$ cat config.mk
export PLATFORM = sky130hd
export DESIGN_NAME = luma_subpixel_horizontal_shift
export DESIGN_NICKNAME = d
export VERILOG_FILES = /design/src/sv/lshs_pkg.sv /design/src/sv/lshs_cell.sv /design/src/sv/lshs_interp.sv /design/src/sv/luma_subpixel_horizontal_shift.sv
export SDC_FILE = /design/constraint.sdc
export NUM_CORES = 1
export LEC_CHECK = 0
export ABC_CLOCK_PERIOD_IN_PS = 12000
export CORE_ASPECT_RATIO = 0.5
export CORE_MARGIN = 2
export CORE_UTILIZATION = 30
export DETAILED_ROUTE_END_ITERATION = 8
export DONT_BUFFER_PORTS = 1
export HOLD_SLACK_MARGIN = 0.05
export RECOVER_POWER = 25
export SLEW_MARGIN = 20
export SYNTH_ARGS = -nofsm -noshare
export SYNTH_HDL_FRONTEND = slang
export SYNTH_SLANG_ARGS = --single-unit
$ cat constraint.sdc
create_clock -name clk -period 12 [get_ports clk]
set_input_delay 0 -clock clk [delete_from_list [all_inputs] [get_ports clk]]
set_output_delay 0 -clock clk [all_outputs]
set_load 0.03 [all_outputs]
$ cat src/sv/lshs_pkg.sv
// Shared constants and types for the luma sub-pixel horizontal shifter.
// Used by the interpolator, top level and checker; no dependencies.
`timescale 1ns / 1ps

package lshs_pkg;

    localparam int MAX_SHIFT_PIXELS_DEF = 5;
    // Fraction of a pixel per shift step is 1 / 2**FRAC_BITS
    localparam int FRAC_BITS            = 4;
    localparam int FRACTION_STEPS       = 1 << FRAC_BITS;

    localparam int LUMA_W     = 8;
    localparam int CHROMA_W   = 8;
    localparam int SHIFT_W    = 8;
    localparam int CFG_IDX_W  = 1;
    localparam int CFG_DATA_W = 8;

    typedef enum logic [CFG_IDX_W-1:0] {
        CFG_ENABLE = 1'b0,
        CFG_SHIFT  = 1'b1
    } cfg_reg_t;

    typedef struct packed {
        logic                      enable;
        logic signed [SHIFT_W-1:0] shift;
    } shift_cfg_t;

endpackage

$ cat src/sv/lshs_cell.sv
// One stage of the pixel window: holds a pixel and passes it on when the row shifts.
// Depends on nothing.
`timescale 1ns / 1ps

module lshs_cell
#(
    parameter int W = 8
)
(
    input  logic         clk,
    input  logic         shift_en,
    input  logic [W-1:0] d,
    output logic [W-1:0] q
);

    logic [W-1:0] data_reg;

    always_ff @(posedge clk)
    begin
        if (shift_en)
        begin
            data_reg <= d;
        end
    end

    assign q = data_reg;

endmodule

$ cat src/sv/lshs_interp.sv
// Tap selection and two-tap linear blend of the luma window.
// Depends on lshs_pkg.
`timescale 1ns / 1ps

module lshs_interp
    import lshs_pkg::*;
#(
    parameter int MAX_SHIFT_PIXELS = MAX_SHIFT_PIXELS_DEF
)
(
    input  logic [LUMA_W-1:0]                           win [2*MAX_SHIFT_PIXELS+1],
    input  logic [$clog2(2*MAX_SHIFT_PIXELS+2)-1:0]     count,
    input  shift_cfg_t                                  cfg,
    output logic [LUMA_W-1:0]                           luma
);

    localparam int WIN_LEN   = 2 * MAX_SHIFT_PIXELS + 1;
    localparam int WIN_IDX_W = $clog2(WIN_LEN);
    localparam int CNT_W     = $clog2(WIN_LEN + 1);
    localparam int MAG_W     = SHIFT_W + 1;
    localparam int MAG_MAX   = MAX_SHIFT_PIXELS * FRACTION_STEPS;
    localparam int COEF_W    = FRAC_BITS + 1;
    localparam int PROD_W    = LUMA_W + COEF_W;
    localparam int SUM_W     = PROD_W + 1;
    localparam logic [WIN_IDX_W-1:0] CENTRE = WIN_IDX_W'(MAX_SHIFT_PIXELS);

    logic                 neg;
    logic [MAG_W-1:0]     s_ext;
    logic [MAG_W-1:0]     mag;
    logic [WIN_IDX_W-1:0] d1;
    logic [WIN_IDX_W-1:0] d2;
    logic [FRAC_BITS-1:0] c2;
    logic [COEF_W-1:0]    c1;
    logic [WIN_IDX_W-1:0] j1;
    logic [WIN_IDX_W-1:0] j2;
    logic [WIN_IDX_W-1:0] last_idx;
    logic [WIN_IDX_W-1:0] idx1;
    logic [WIN_IDX_W-1:0] idx2;
    logic [PROD_W-1:0]    prod1;
    logic [PROD_W-1:0]    prod2;
    logic [SUM_W-1:0]     sum;
    logic [SUM_W-1:0]     blend;

    always_comb
    begin
        neg   = cfg.shift[SHIFT_W-1];
        s_ext = {cfg.shift[SHIFT_W-1], cfg.shift};
        mag   = neg ? (MAG_W'(0) - s_ext) : s_ext;
        if (!cfg.enable)
        begin
            mag = '0;
        end
        if (int'(mag) > MAG_MAX)
        begin
            mag = MAG_W'(MAG_MAX);
        end

        d1 = WIN_IDX_W'(mag >> FRAC_BITS);
        c2 = mag[FRAC_BITS-1:0];
        d2 = d1 + WIN_IDX_W'(c2 != '0);
        c1 = COEF_W'(FRACTION_STEPS) - {1'b0, c2};

        j1 = neg ? (CENTRE - d1) : (CENTRE + d1);
        j2 = neg ? (CENTRE - d2) : (CENTRE + d2);

        // older taps stop at the first pixel of the line
        last_idx = WIN_IDX_W'(count - CNT_W'(1));
        idx1     = j1;
        idx2     = j2;
        if (count != '0 && CNT_W'(j1) >= count)
        begin
            idx1 = last_idx;
        end
        if (count != '0 && CNT_W'(j2) >= count)
        begin
            idx2 = last_idx;
        end

        prod1 = PROD_W'(win[idx1]) * PROD_W'(c1);
        prod2 = PROD_W'(win[idx2]) * PROD_W'(c2);
        sum   = SUM_W'(prod1) + SUM_W'(prod2);
        blend = sum >> FRAC_BITS;
        if (blend > SUM_W'({LUMA_W{1'b1}}))
        begin
            luma = {LUMA_W{1'b1}};
        end
        else
        begin
            luma = blend[LUMA_W-1:0];
        end
    end

endmodule

$ cat src/sv/luma_subpixel_horizontal_shift.sv
// Luma sub-pixel horizontal shifter, top level.
// Depends on lshs_pkg, lshs_cell and lshs_interp.
`timescale 1ns / 1ps

// Takes one YUY2 pixel per clock and returns one pixel per clock, the luma moved
// horizontally by shift_reg/16 of a pixel by blending two neighbouring taps;
// chroma is passed through. Each result leaves MAX_SHIFT_PIXELS pixels after
// its input, and every request produces exactly one result. The pixels
// sit in a row of 2*MAX_SHIFT_PIXELS+1 cells that shifts one place per pixel pushed,
// which sets the rate at one pixel per cycle while the output is taken and no
// line is draining. After a request with line_end the row keeps shifting in
// copies of the last pixel to drain the line: input is held off, whatever the
// line length, until every result of the line has been captured. Configuration
// writes are taken on every cycle and should only be made while the block is idle.

module luma_subpixel_horizontal_shift
    import lshs_pkg::*;
#(
    parameter int MAX_SHIFT_PIXELS = MAX_SHIFT_PIXELS_DEF
)
(
    input  logic                  clk,
    input  logic                  rst_n,

    input  logic                  in_valid,
    output logic                  in_ready,
    input  logic [LUMA_W-1:0]     luma_in,
    input  logic [CHROMA_W-1:0]   chroma_in,
    input  logic                  line_end,

    output logic                  out_valid,
    input  logic                  out_ready,
    output logic [LUMA_W-1:0]     luma_out,
    output logic [CHROMA_W-1:0]   chroma_out,
    output logic                  line_end_out,

    input  logic                  cfg_valid,
    output logic                  cfg_ready,
    input  logic [CFG_IDX_W-1:0]  cfg_index,
    input  logic [CFG_DATA_W-1:0] cfg_data
);

    localparam int WIN_LEN = 2 * MAX_SHIFT_PIXELS + 1;
    localparam int CHR_LEN = MAX_SHIFT_PIXELS + 1;
    localparam int CNT_W   = $clog2(WIN_LEN + 1);
    localparam int PEND_W  = $clog2(MAX_SHIFT_PIXELS + 2);
    localparam int OLD_W   = $clog2(MAX_SHIFT_PIXELS + 1);
    localparam int PIX_W   = LUMA_W + CHROMA_W;

    // configuration
    logic                      enable_reg;
    logic signed [SHIFT_W-1:0] shift_reg;
    shift_cfg_t                shift_cfg;

    // window control
    logic [CNT_W-1:0]  count_reg;
    logic [CNT_W-1:0]  count_next;
    logic [PEND_W-1:0] pend_reg;
    logic [PEND_W-1:0] pend_next;
    logic [OLD_W-1:0]  old_reg;
    logic [OLD_W-1:0]  old_next;
    logic              flush_reg;
    logic              flush_next;

    // output register
    logic                out_valid_reg;
    logic [LUMA_W-1:0]   luma_out_reg;
    logic [CHROMA_W-1:0] chroma_out_reg;
    logic                last_reg;

    logic              owe;
    logic              out_free;
    logic              cap;
    logic              advance;
    logic              in_acc;
    logic              dup_push;
    logic              push;
    logic              flush_done;
    logic [PEND_W-1:0] pend_left;
    logic [OLD_W-1:0]  old_dec;

    logic [LUMA_W-1:0]   feed_luma;
    logic [CHROMA_W-1:0] feed_chroma;
    logic [LUMA_W-1:0]   luma_q   [WIN_LEN];
    logic [CHROMA_W-1:0] chroma_q [CHR_LEN];
    logic [LUMA_W-1:0]   blend_luma;

    //------------------------------------------------------------------
    // Configuration registers
    //------------------------------------------------------------------
    assign cfg_ready = 1'b1;

    always_ff @(posedge clk or negedge rst_n)
    begin
        if (!rst_n)
        begin
            enable_reg <= 1'b0;
            shift_reg  <= '0;
        end
        else if (cfg_valid)
        begin
            case (cfg_reg_t'(cfg_index))
                CFG_ENABLE: enable_reg <= cfg_data[0];
                CFG_SHIFT:  shift_reg  <= SHIFT_W'(cfg_data);
                default:    ;
            endcase
        end
    end

    assign shift_cfg.enable = enable_reg;
    assign shift_cfg.shift  = shift_reg;

    //------------------------------------------------------------------
    // Window control
    // old_reg is the window position of the oldest pixel still owed a
    // result; that result is due once it reaches the centre cell.
    //------------------------------------------------------------------
    always_comb
    begin
        owe        = (pend_reg != '0) && (old_reg == OLD_W'(MAX_SHIFT_PIXELS));
        out_free   = !out_valid_reg || out_ready;
        cap        = owe && out_free;
        advance    = !owe || out_free;
        in_ready   = !flush_reg && advance;
        in_acc     = in_valid && in_ready;
        pend_left  = pend_reg - PEND_W'(cap);
        dup_push   = flush_reg && advance && (pend_left != '0);
        push       = in_acc || dup_push;
        flush_done = flush_reg && (pend_left == '0);
        old_dec    = old_reg - OLD_W'(cap);

        pend_next = pend_left + PEND_W'(in_acc);

        old_next = old_dec;
        if (push)
        begin
            old_next = (pend_left == '0) ? '0 : (old_dec + OLD_W'(1));
        end

        count_next = count_reg;
        if (flush_done)
        begin
            count_next = '0;
        end
        else if (push && count_reg < CNT_W'(WIN_LEN))
        begin
            count_next = count_reg + CNT_W'(1);
        end

        flush_next = flush_reg;
        if (in_acc && line_end)
        begin
            flush_next = 1'b1;
        end
        else if (flush_done)
        begin
            flush_next = 1'b0;
        end
    end

    always_ff @(posedge clk or negedge rst_n)
    begin
        if (!rst_n)
        begin
            count_reg <= '0;
            pend_reg  <= '0;
            old_reg   <= '0;
            flush_reg <= 1'b0;
        end
        else
        begin
            count_reg <= count_next;
            pend_reg  <= pend_next;
            old_reg   <= old_next;
            flush_reg <= flush_next;
        end
    end

    //------------------------------------------------------------------
    // Cell row; while draining, the newest pixel is fed back in
    //------------------------------------------------------------------
    assign feed_luma   = flush_reg ? luma_q[0]   : luma_in;
    assign feed_chroma = flush_reg ? chroma_q[0] : chroma_in;

    for (genvar i = 0; i < WIN_LEN; i++)
    begin : g_cell
        if (i < CHR_LEN)
        begin : g_full
            logic [PIX_W-1:0] d_w;
            logic [PIX_W-1:0] q_w;

            if (i == 0)
            begin : g_head
                assign d_w = {feed_luma, feed_chroma};
            end
            else
            begin : g_body
                assign d_w = {luma_q[i-1], chroma_q[i-1]};
            end

            lshs_cell #(.W(PIX_W)) u_cell
            (
                .clk      (clk),
                .shift_en (push),
                .d        (d_w),
                .q        (q_w)
            );

            assign luma_q[i]   = q_w[PIX_W-1:CHROMA_W];
            assign chroma_q[i] = q_w[CHROMA_W-1:0];
        end
        else
        begin : g_luma
            lshs_cell #(.W(LUMA_W)) u_cell
            (
                .clk      (clk),
                .shift_en (push),
                .d        (luma_q[i-1]),
                .q        (luma_q[i])
            );
        end
    end

    lshs_interp #(.MAX_SHIFT_PIXELS(MAX_SHIFT_PIXELS)) u_interp
    (
        .win   (luma_q),
        .count (count_reg),
        .cfg   (shift_cfg),
        .luma  (blend_luma)
    );

    //------------------------------------------------------------------
    // Output register
    //------------------------------------------------------------------
    always_ff @(posedge clk or negedge rst_n)
    begin
        if (!rst_n)
        begin
            out_valid_reg <= 1'b0;
        end
        else if (cap)
        begin
            out_valid_reg <= 1'b1;
        end
        else if (out_ready)
        begin
            out_valid_reg <= 1'b0;
        end
    end

    always_ff @(posedge clk)
    begin
        if (cap)
        begin
            luma_out_reg   <= blend_luma;
            chroma_out_reg <= chroma_q[MAX_SHIFT_PIXELS];
            last_reg       <= flush_reg && (pend_reg == PEND_W'(1));
        end
    end

    assign out_valid    = out_valid_reg;
    assign luma_out     = luma_out_reg;
    assign chroma_out   = chroma_out_reg;
    assign line_end_out = last_reg;

endmodule

==> results.toml <==
[synth]
synth-compound-area-share = 0.0887
synth.top_cells.by_count = "edfxtp_1 (153), inv_1 (99), nand2_1 (70)"
asyncSetResetFlopFracSynth = 0.121
post_synth_instance_area_mm2 = 0.0107
synth_cell_type_count = 81
post_synth_xor_area_fraction = 0.0156
ffs_latches_synth = 174
average_footprint_of_a_synthesized_cell_um2 = 12.3
post-synth-top-count-cell = "edfxtp_1"
synth.top_cells.by_area = "edfxtp_1 (43%), fa_1 (9.0%), ha_1 (6.2%), mux4_2 (5.9%), dfrtp_1 (4.9%)"
synth_simple_gate_area_share = 0.117
synth_top_family_by_area = "adder cells"
synth.top_cell.area_share = 0.430
most_common_flop_cell_mapped_by_yosys = "edfxtp_1"
synthesis.yosys.warnings = 0
synth_fa_ha_area_frac = 0.152
synthCells = 871
synth_top_cell_by_area = "edfxtp_1"
muxShareOfSynthArea = 0.0973
synth-seq-area-share = 0.479
synth-edff-count = 153
postSynthNetCount = 1003

[route]
num_vias = 6851
wire_per_inst_um = 16.2
avgViaCountPerCell = 4.93
detail_route.drc_violations = 0
detail_route.iter0.violations = 447
drtAntennaViolNets = 0
drt_first_pass_iters = 5
routed_wirelength_um = 22600

[global_route]
global_route.overflow_total = 0
first_global_vias = 6893
antenna_found_initial = 0
grt_start_max_net_pins = 75
grt_use_total = 0.125
grt_pass1_wl_um = 36700

[timing]
fin_skew_ns = 0.0115
final-setup-viol-count = 0
final_min_period_over_clock_period = 0.935
final.setup.worst_slack_ns = 0.775
final_max_tran_viols = 0
slew-limit-headroom = 0.167
finalWorstPathRequiredPeriod_ns = 11.23
fmaxAchievable_ghz = 0.0891
grt_setup_unrepaired = "no"
final_count_of_hold_timing_violations = 0
timing_worst_slew_pin_value_ns = 1.25
finalSetupTns_ns = 0

[cells_and_area]
antenna-diode-count = 0
fill_cells = 3358
area.growth.synth_to_final_pct = 13.9
post_route_cells_drive_above_1_share = 0.112
multi_input_logic_area_mm2 = 0.00506
final_net_count = 1035
number_of_flip_flops_in_the_largest_register = 96
layout.area.seq_mm2 = 0.00512

[clock_network]
cts_sinks = 174
cts-htree-levels = 4
post-cts-setup-buffer-count = 0
cts_root_buf = "clkbuf_16"
tritoncts = "yes"
clockBufferDepth = 2
clk_transition_reported_paths_ns = 0.08
insertion_delay_ns = 0.44
cts_buffers = 17

[worst_setup_path]
worst_path_most_repeated_cell = "ha_1"
criticalPathCategory = "reg -> reg"
maximum_fanout_encountered_on_the_critical_timing_path = 15
worstPathArrival_ns = 11.42
cp_slowest_stage_delay_ns = 0.54
timing.critical_path.to_type = "flip-flop"
setup.worst_path.start_class = "flip-flop"
required_ns = 12.19
critical-path-slowest-cell = "fa_1"

[outcome]
outcome = "completed"

[placement]
sum_of_net_half_perimeters_after_detailed_placement_um = 16500
numPortBuffers = 0
detailedPlace.worstSlack_ns = 0.622
gp_routability_congestion = 0.909

[job]
max_cap_violations = 0

[floorplan]
rows = 48
floorplan.initialDensity = 0.307
fp.dieH_um = 137
number_of_top_level_pins = 51
fp.dieArea_mm2 = 0.0372
coreArea_mm2 = 0.0348
chipWidth_um = 271

[hold_path]
hp-class = "in -> reg"
## per-layer routing
layer / GRT usage / share of wire / up-vias
met4: 0.0405 / 0.016 / 0
li1: - / - / 3229
met3: 0.0239 / 0.037 / 30
met1: 0.159 / 0.45 / 3447
met2: 0.218 / 0.50 / 145
met5: 0 / 0 / -
## worst max-delay path, delay by kind of cell, from the launching register on
family / cells / cell delay [ns]
fa+ha+maj: 11 / 4.00
compound gates: 12 / 2.59
simple gates: 8 / 1.87
mux: 3 / 1.23
buf+inv: 5 / 0.60
flops: 1 / 0.47
xor+xnor: 1 / 0.21
## placed cells by master (no fill, tap or decap), types with 4 or more instances in the layout
master | synthesis | routed
edfxtp_1 | 153 | 153
inv_1 | 99 | 99
nand2_1 | 70 | 70
ha_1 | 53 | 53
fa_1 | 48 | 48
and2_1 | 39 | 39
o21ai_0 | 32 | 32
a21oi_1 | 31 | 31
dlygate4sd3_1 | 0 | 31
mux4_2 | 28 | 28
mux2i_1 | 27 | 27
nor2_1 | 28 | 26
dfrtp_1 | 21 | 21
nor2b_1 | 20 | 19
nand3_1 | 18 | 18
clkbuf_16 | 0 | 17
nor3_1 | 13 | 12
buf_4 | 4 | 12
xnor2_1 | 11 | 11
mux2_2 | 9 | 9
xor2_1 | 8 | 8
nand2b_1 | 8 | 8
nand4_1 | 8 | 8
a31oi_1 | 8 | 8
a211oi_1 | 7 | 7
or3_1 | 7 | 7
o22ai_1 | 6 | 6
o31ai_1 | 5 | 5
o21ai_1 | 5 | 5
and3_1 | 4 | 4
a31o_2 | 4 | 4
o2111ai_1 | 4 | 4
clkinv_8 | 0 | 4
## timing repair
action                     4_1_cts  5_1_grt
gates resized for setup          0        1
setup endpoints to repair        0        7
hold buffers                    31        1
hold endpoints to repair        50       21
## metrics by stage
step | util | hold WS (ns) | area [µm²] | std cells
after CTS | 0.350 | 0.0565 | 12200 | 1390
after global routing | 0.350 | 0.0933 | 12200 | 1391
final | 0.350 | 0.0713 | 12200 | 1391
after floorplan | - | -0.296 | 10700 | 871
after global placement | 0.324 | -0.295 | 11300 | 1327
after detailed placement | 0.324 | -0.295 | 11300 | 1327
## final timing paths
kind / slack [ns] / cells after the start / endpoint / start
max reg2reg: 0.77 / 40 / luma_out[6]$_SDFFCE_PN1P_ / shift_reg[1]$_DFFE_PN0P_
max in group asynchronous: 10.90 / 2 / old_reg[1]$_DFF_PN0_ / rst_n
min in group asynchronous: 0.35 / 2 / shift_reg[5]$_DFFE_PN0P_ / rst_n
min reg2reg: 0.42 / 0 / g_cell[5].g_full.u_cell.q[1]$_DFFE_PN_ / g_cell[4].g_full.u_cell.q[1]$_DFFE_PN_
max: 0.77 / 40 / luma_out[6]$_SDFFCE_PN1P_ / shift_reg[1]$_DFFE_PN0P_
min: 0.07 / 2 / shift_reg[5]$_DFFE_PN0P_ / cfg_valid
## cell type report
| class | count | share of cell area |
|---|---|---|
| Multi-Input combinational cell | 565 | 0.416 |
| Sequential cell | 174 | 0.421 |
| Inverter | 100 | 0.0308 |
| Clock inverter | 15 | 0.0141 |
| Tap cell | 475 | 0.0488 |
| Clock buffer | 17 | 0.0350 |
| Timing Repair Buffer | 45 | 0.0349 |
## logic make-up after synthesis
logic type               Yosys count
adder cells (fa/ha/maj)          101
other                              1
buffers and inverters            132
multiplexers                      66
AND/OR/NAND/NOR                  237
AO/OA/AOI/OAI                    141
XOR/XNOR                          19
flip-flops                       174
Power is not shown: default switching activity piles up to over one toggle a cycle in this logic, so the estimate is an artifact.
